[src/hdl/prl_pkg.sv]
// shared types and codes for the priority ready list table
package prl_pkg;

	// widest slot memory address (LEVELS * SLOTS up to 1024 entries)
	localparam int MEM_AW = 10;
	localparam int ID_W   = 8;

	// request codes
	localparam logic REQ_ADD    = 1'b0;
	localparam logic REQ_REMOVE = 1'b1;

	// result status codes
	localparam logic [1:0] ST_OK    = 2'd0;
	localparam logic [1:0] ST_FULL  = 2'd1;
	localparam logic [1:0] ST_MISS  = 2'd2;
	localparam logic [1:0] ST_RANGE = 2'd3;

	typedef struct packed {
		logic            req_type;
		logic [3:0]      priority_req;
		logic [ID_W-1:0] thread_id;
	} prl_req_t;

	typedef struct packed {
		logic [1:0] status;
		logic [4:0] level_count;
	} prl_rsp_t;

	// slot memory access from the sequencer
	typedef struct packed {
		logic              wr_en;
		logic [MEM_AW-1:0] wr_addr;
		logic [ID_W-1:0]   wr_data;
		logic [MEM_AW-1:0] rd_addr;
	} prl_mem_req_t;

endpackage

[src/hdl/priority_ready_list_table.sv]
// priority ready list table: per-level ordered thread lists with add and remove
//
//   channel | direction | handshake           | payload
//   req     | in        | req_valid/req_stall | prl_req_t (req_type, priority_req, thread_id)
//   rsp     | out       | rsp_valid/rsp_stall | prl_rsp_t (status, level_count)
//
// one item at a time: an add goes from accept through the lookup to the result, a
// remove scans the level entry by entry and then closes the gap, a rejected
// priority goes straight to the result. the scan and the gap close both go
// through the single read port of the slot memory, address then registered data.
// reset clears the level counts and sequencer, not the slot memory; slot contents are never read unwritten.
// a stalled result holds in the output register while the next item is taken.
module priority_ready_list_table
	import prl_pkg::*;
#(
	parameter int SLOTS  = 16,
	parameter int LEVELS = 8
) (
	input  logic     clk,
	input  logic     arst_n,
	input  logic     req_valid,
	output logic     req_stall,
	input  prl_req_t req,
	output logic     rsp_valid,
	input  logic     rsp_stall,
	output prl_rsp_t rsp
);

	localparam int CW    = $clog2(SLOTS + 1);
	localparam int CXW   = (CW > 5) ? CW : 5;
	localparam int LVW   = $clog2(LEVELS);
	localparam int DEPTH = LEVELS * SLOTS;
	localparam int AW    = $clog2(DEPTH);

	typedef enum logic [2:0] {
		S_IDLE,
		S_LOOK,
		S_SCAN_RD,
		S_SCAN_CMP,
		S_SH_RD,
		S_SH_WR,
		S_DONE
	} state_t;

	state_t          state_q;
	logic            op_q;
	logic [3:0]      lvl_q;
	logic [ID_W-1:0] id_q;
	logic [CW-1:0]   cnt_q [LEVELS];
	logic [CW-1:0]   n_q;
	logic [CW-1:0]   idx_q;
	logic [AW-1:0]   base_q;
	logic [1:0]      st_q;
	logic [CW-1:0]   res_cnt_q;
	logic            rsp_valid_q;
	prl_rsp_t        rsp_q;

	logic [LVW-1:0]  lvl_i;
	logic [CW-1:0]   n_c;
	logic [AW-1:0]   base_c;
	logic [CXW-1:0]  res_cnt_x;
	logic            in_range;
	prl_mem_req_t    mem_req;
	logic [ID_W-1:0] rd_data;

	prl_slot_mem #(
		.DEPTH(DEPTH)
	) u_mem (
		.clk    (clk),
		.mem_req(mem_req),
		.rd_data(rd_data)
	);

	// level lookup
	assign lvl_i     = lvl_q[LVW-1:0];
	assign n_c       = cnt_q[lvl_i];
	assign base_c    = AW'(lvl_i) * AW'(SLOTS);
	assign in_range  = 5'(req.priority_req) < 5'(LEVELS);
	assign res_cnt_x = CXW'(res_cnt_q);

	// slot memory addressing
	always_comb begin
		mem_req         = '0;
		mem_req.wr_data = id_q;
		case (state_q)
			S_LOOK: begin
				mem_req.wr_en   = (op_q == REQ_ADD) && (n_c != CW'(SLOTS));
				mem_req.wr_addr = MEM_AW'(base_c + AW'(n_c));
			end
			S_SCAN_RD: begin
				mem_req.rd_addr = MEM_AW'(base_q + AW'(idx_q));
			end
			S_SH_RD: begin
				mem_req.rd_addr = MEM_AW'(base_q + AW'(idx_q + CW'(1)));
			end
			S_SH_WR: begin
				mem_req.wr_en   = 1'b1;
				mem_req.wr_addr = MEM_AW'(base_q + AW'(idx_q));
				mem_req.wr_data = rd_data;
			end
			default: begin
				mem_req.wr_en = 1'b0;
			end
		endcase
	end

	// sequencer, level counts and output register
	always_ff @(posedge clk or negedge arst_n) begin
		if (!arst_n) begin
			state_q     <= S_IDLE;
			op_q        <= REQ_ADD;
			lvl_q       <= '0;
			id_q        <= '0;
			n_q         <= '0;
			idx_q       <= '0;
			base_q      <= '0;
			st_q        <= ST_OK;
			res_cnt_q   <= '0;
			rsp_valid_q <= 1'b0;
			rsp_q       <= '0;
			for (int k = 0; k < LEVELS; k++) begin
				cnt_q[k] <= '0;
			end
		end else begin
			// result taken and no new one loading this cycle
			if (rsp_valid_q && !rsp_stall && state_q != S_DONE) begin
				rsp_valid_q <= 1'b0;
			end
			case (state_q)
				S_IDLE: begin
					if (req_valid) begin
						op_q  <= req.req_type;
						lvl_q <= req.priority_req;
						id_q  <= req.thread_id;
						if (in_range) begin
							state_q <= S_LOOK;
						end else begin
							st_q      <= ST_RANGE;
							res_cnt_q <= '0;
							state_q   <= S_DONE;
						end
					end
				end
				S_LOOK: begin
					n_q    <= n_c;
					base_q <= base_c;
					idx_q  <= '0;
					if (op_q == REQ_ADD) begin
						if (n_c == CW'(SLOTS)) begin
							st_q      <= ST_FULL;
							res_cnt_q <= n_c;
						end else begin
							cnt_q[lvl_i] <= n_c + CW'(1);
							st_q         <= ST_OK;
							res_cnt_q    <= n_c + CW'(1);
						end
						state_q <= S_DONE;
					end else if (n_c == '0) begin
						st_q      <= ST_MISS;
						res_cnt_q <= '0;
						state_q   <= S_DONE;
					end else begin
						state_q <= S_SCAN_RD;
					end
				end
				S_SCAN_RD: begin
					state_q <= S_SCAN_CMP;
				end
				// compare one entry against the identifier
				S_SCAN_CMP: begin
					if (rd_data == id_q) begin
						if (idx_q + CW'(1) == n_q) begin
							cnt_q[lvl_i] <= n_q - CW'(1);
							st_q         <= ST_OK;
							res_cnt_q    <= n_q - CW'(1);
							state_q      <= S_DONE;
						end else begin
							state_q <= S_SH_RD;
						end
					end else if (idx_q + CW'(1) == n_q) begin
						st_q      <= ST_MISS;
						res_cnt_q <= n_q;
						state_q   <= S_DONE;
					end else begin
						idx_q   <= idx_q + CW'(1);
						state_q <= S_SCAN_RD;
					end
				end
				S_SH_RD: begin
					state_q <= S_SH_WR;
				end
				// move the next entry down one place
				S_SH_WR: begin
					idx_q <= idx_q + CW'(1);
					if (idx_q + CW'(2) == n_q) begin
						cnt_q[lvl_i] <= n_q - CW'(1);
						st_q         <= ST_OK;
						res_cnt_q    <= n_q - CW'(1);
						state_q      <= S_DONE;
					end else begin
						state_q <= S_SH_RD;
					end
				end
				S_DONE: begin
					if (!rsp_valid_q || !rsp_stall) begin
						rsp_valid_q       <= 1'b1;
						rsp_q.status      <= st_q;
						rsp_q.level_count <= res_cnt_x[4:0];
						state_q           <= S_IDLE;
					end
				end
				default: begin
					state_q <= S_IDLE;
				end
			endcase
		end
	end

	assign req_stall = (state_q != S_IDLE);
	assign rsp_valid = rsp_valid_q;
	assign rsp       = rsp_q;

endmodule

[src/hdl/prl_slot_mem.sv]
// slot memory: one write port, one read port with registered read data
module prl_slot_mem
	import prl_pkg::*;
#(
	parameter int DEPTH = 128
) (
	input  logic            clk,
	input  prl_mem_req_t    mem_req,
	output logic [ID_W-1:0] rd_data
);

	localparam int IW = (DEPTH > 1) ? $clog2(DEPTH) : 1;

	logic [ID_W-1:0] mem_q [DEPTH];
	logic [ID_W-1:0] rd_data_q;

	// write and registered read
	always_ff @(posedge clk) begin
		if (mem_req.wr_en) begin
			mem_q[mem_req.wr_addr[IW-1:0]] <= mem_req.wr_data;
		end
		rd_data_q <= mem_q[mem_req.rd_addr[IW-1:0]];
	end

	assign rd_data = rd_data_q;

endmodule
[config.mk]
export PLATFORM = sky130hd
export DESIGN_NAME = priority_ready_list_table
export DESIGN_NICKNAME = d
export VERILOG_FILES = /design/src/hdl/prl_pkg.sv /design/src/hdl/priority_ready_list_table.sv /design/src/hdl/prl_slot_mem.sv
export SDC_FILE = /design/constraint.sdc
export NUM_CORES = 2
export LEC_CHECK = 0
export ABC_AREA = 1
export BUFFER_PORTS_ARGS = -buffer_cell sky130_fd_sc_hd__buf_2
export CORE_MARGIN = 2
export CORE_UTILIZATION = 41
export DETAILED_ROUTE_END_ITERATION = 10
export PLACE_DENSITY = 0.62
export SYNTH_ARGS = -nofsm -noshare
export SYNTH_HDL_FRONTEND = slang
export SYNTH_SLANG_ARGS = --single-unit
[constraint.sdc]
create_clock -name clk -period 8.4 [get_ports clk]
set_clock_uncertainty 0.15 [all_clocks]
set_input_delay 1.26 -clock clk [delete_from_list [all_inputs] [get_ports clk]]
set_output_delay 1.26 -clock clk [all_outputs]
set_load 0.02 [all_outputs]
==> flow_summary.yaml <==
die:
  die_x_um: 355
  io_pins: 26
  start_util: 0.414
  die_h_um: 355
  die_area_mm2: 0.126
  core_area_mm2: 0.122
  num_rows: 128
clock_tree:
  cts_tree: "yes"
  cts_root_buf: "clkbuf_16"
  clock-sinks: 1115
  worstSkewPairLatency_ns: 0.73
  postCtsHoldBufs: 0
  cts_buffer_depth: 3
  cts_buffers: 113
  postCtsSetupBuffers: 0
  htree_num_levels: 3
  cts.reportedPaths.clkPinSlew_ns: 0.06
  cts_resized: 0
setup_path:
  crit_fanout: 16
  critPathLaunchType: "flip-flop"
  worst_ep_required_time_ns: 8.59
  reg2reg_depth: 10
  crit_arrival_ns: 5.53
  path_class: "reg2reg"
  critical_path.endpoint_type: "flip-flop"
timing:
  tns_ns: 0
  worstMarginPinSlew_ns: 1.26
  rsz0062_at_grt: "false"
  fmaxAchievable_ghz: 0.187
  period_share: 0.636
  hold_viol_final: 0
  drv_slew: 0
  setup-violations-final: 0
  period_needed_ns: 5.34
  worst_slew_margin_rel: 0.158
synthesis:
  ys_seq_area_frac: 0.653
  synth_area_leaders: "edfxtp_1 (61%), nand3_1 (11%), nand2_1 (9.8%)"
  ys_async_sr_fraction: 0.0744
  synth_common_cells: "nand2_1 (1322), nand3_1 (1071), edfxtp_1 (1024), inv_1 (970), nor2_1 (177)"
  synth_most_common_cell: "nand2_1"
  syn_nets: 5170
  avgSynthCellArea_um2: 9.82
  yosysTopAreaCellShare: 0.609
  syn_inst: 5144
  synth_seq_cells: 1115
  synth.distinct_cells: 41
  yosysWarnings: 0
  synth_top_flop_cell: "edfxtp_1"
  netlist_area_mm2: 0.0505
  yosysTopAreaCell: "edfxtp_1"
  synth_edf_count: 1024
layout:
  syn2layout_area_growth_pct: 10.5
  final_layout_size_suffix_gt1_frac: 0.0561
  fin_area_mm2: 0.0558
  fillers: 11300
  multi_input_area_mm2: 0.0127
  register_area_mm2: 0.0330
  antenna_cells: 0
  nets: 5086
worst_hold_path:
  hp-class: "reg2reg"
  whs_path_depth: 2
global_route:
  grt_pass1_vias: 32900
  antenna_found_initial: 0
  grt-ovfl-total: 0
  grt_pass1_wl_um: 201000
  grt_max_degree: 241
  grtUsageTotal: 0.210
place:
  postPlaceCellArea_mm2: 0.0519
  place_congestion: 0.881
  hpwl_um: 75500
  port_buffers: 25
drt:
  vias: 34900
  ant_nets: 0
  drt-total-wl_um: 134000
  drt_iter0_markers: 3772
  drc: 0
  wl_per_cell_um: 19.8
  vias_per_cell: 5.15
  dr.pass1.iters: 6
pwr:
  p_leak_nw: 23.5
  p_per_area_mw_per_mm2: 348
  peakVddDrop_mv: 0.432
  total_power_mw: 19.4
run_status:
  status: "finished, final reports clean"
job:
  cap_violations: 0
area by class of cell:
class,count,share of cell area
inverters,980,0.0662
flip-flops and latches,1115,0.591
well taps,1625,0.0364
multi-input cells,2793,0.228
clock inverters,70,0.0154
repair buffers,57,0.00727
clock buffers,141,0.0550
layout by cell type (no fill, tap or decap), types with 19 or more instances in the layout:
master,instances
nor2_1,177
nand3_1,1070
nand3b_1,65
buf_2,24
inv_1,968
nand2_4,20
clkbuf_1,19
clkinv_1,23
nand2_1,1312
dfrtp_1,83
buf_4,30
edfxtp_1,1024
o21ai_0,36
clkbuf_16,117
power by group:
group / switching [mW] / internal, mW / total (mW)
logic: 5.20 / 1.49 / 6.70
clock network: 2.20 / 3.05 / 5.25
registers: 0.216 / 7.23 / 7.45
per-layer routing:
layer | GRT usage | vias up | part of all wire
li1 | - | 16500 | -
met3 | 0.0323 | 284 | 0.081
met4 | 0.0769 | 0 | 0.034
met5 | 0 | - | 0
met2 | 0.339 | 1479 | 0.46
met1 | 0.287 | 16700 | 0.42
final timing paths:
path	start	end	slack (ns)
worst min-delay path	cnt_q[28]	cnt_q[28]	0.33
worst max-delay path	state_q[0]	u_mem.mem_q[88][6]	3.06
worst min register to register	cnt_q[28]	cnt_q[28]	0.33
worst max register to register	state_q[0]	u_mem.mem_q[88][6]	3.06
max in group asynchronous	arst_n	n_q[0]	6.83
min in group asynchronous	arst_n	cnt_q[27]	0.60
kinds of logic after synthesis:
logic type               count (synthesis)  share of synthesized area
AO/OA/AOI/OAI                           79                    0.00887
buffers and inverters                 1236                     0.0975
adder cells (fa/ha/maj)                  9                    0.00223
flip-flops                            1115                      0.653
AND/OR/NAND/NOR                       2681                      0.234
XOR/XNOR                                21                    0.00364
multiplexers                             3                   0.000669
worst max-delay path, stage by stage (launching register included):
cell	delay, ns
dfrtp_1	0.42
inv_1	0.14
nor2_1	0.11
inv_1	0.06
nor2_1	0.69
inv_1	0.52
o21ai_0	0.47
inv_1	0.11
nor2_1	0.96
nand2_1	0.65
nor2_1	0.68
flip-flops by register name (all words and copies together) (netlist names):
signal and count:
base_q 3, cnt_q 40, id_q 8, idx_q 5, lvl_q 3, n_q 5, op_q 1, res_cnt_q 5
rsp 7, rsp_valid 1, st_q 2, state_q 3, u_mem.mem_q 1024, u_mem.rd_data 8
metrics by stage:
| stage | setup WS, ns | hold WS, ns | cells | utilization |
|---|---|---|---|---|
| global placement | 3.35 | 0.309 | 6570 | 0.425 |
| global route | 2.74 | 0.345 | 6781 | 0.457 |
| CTS | 3.20 | 0.329 | 6781 | 0.457 |
| detailed placement | 3.25 | 0.313 | 6570 | 0.425 |
| floorplan | 4.98 | 0.292 | 5144 | - |
| finish | 3.06 | 0.326 | 6781 | 0.457 |
(Power assumes the default switching activity.)
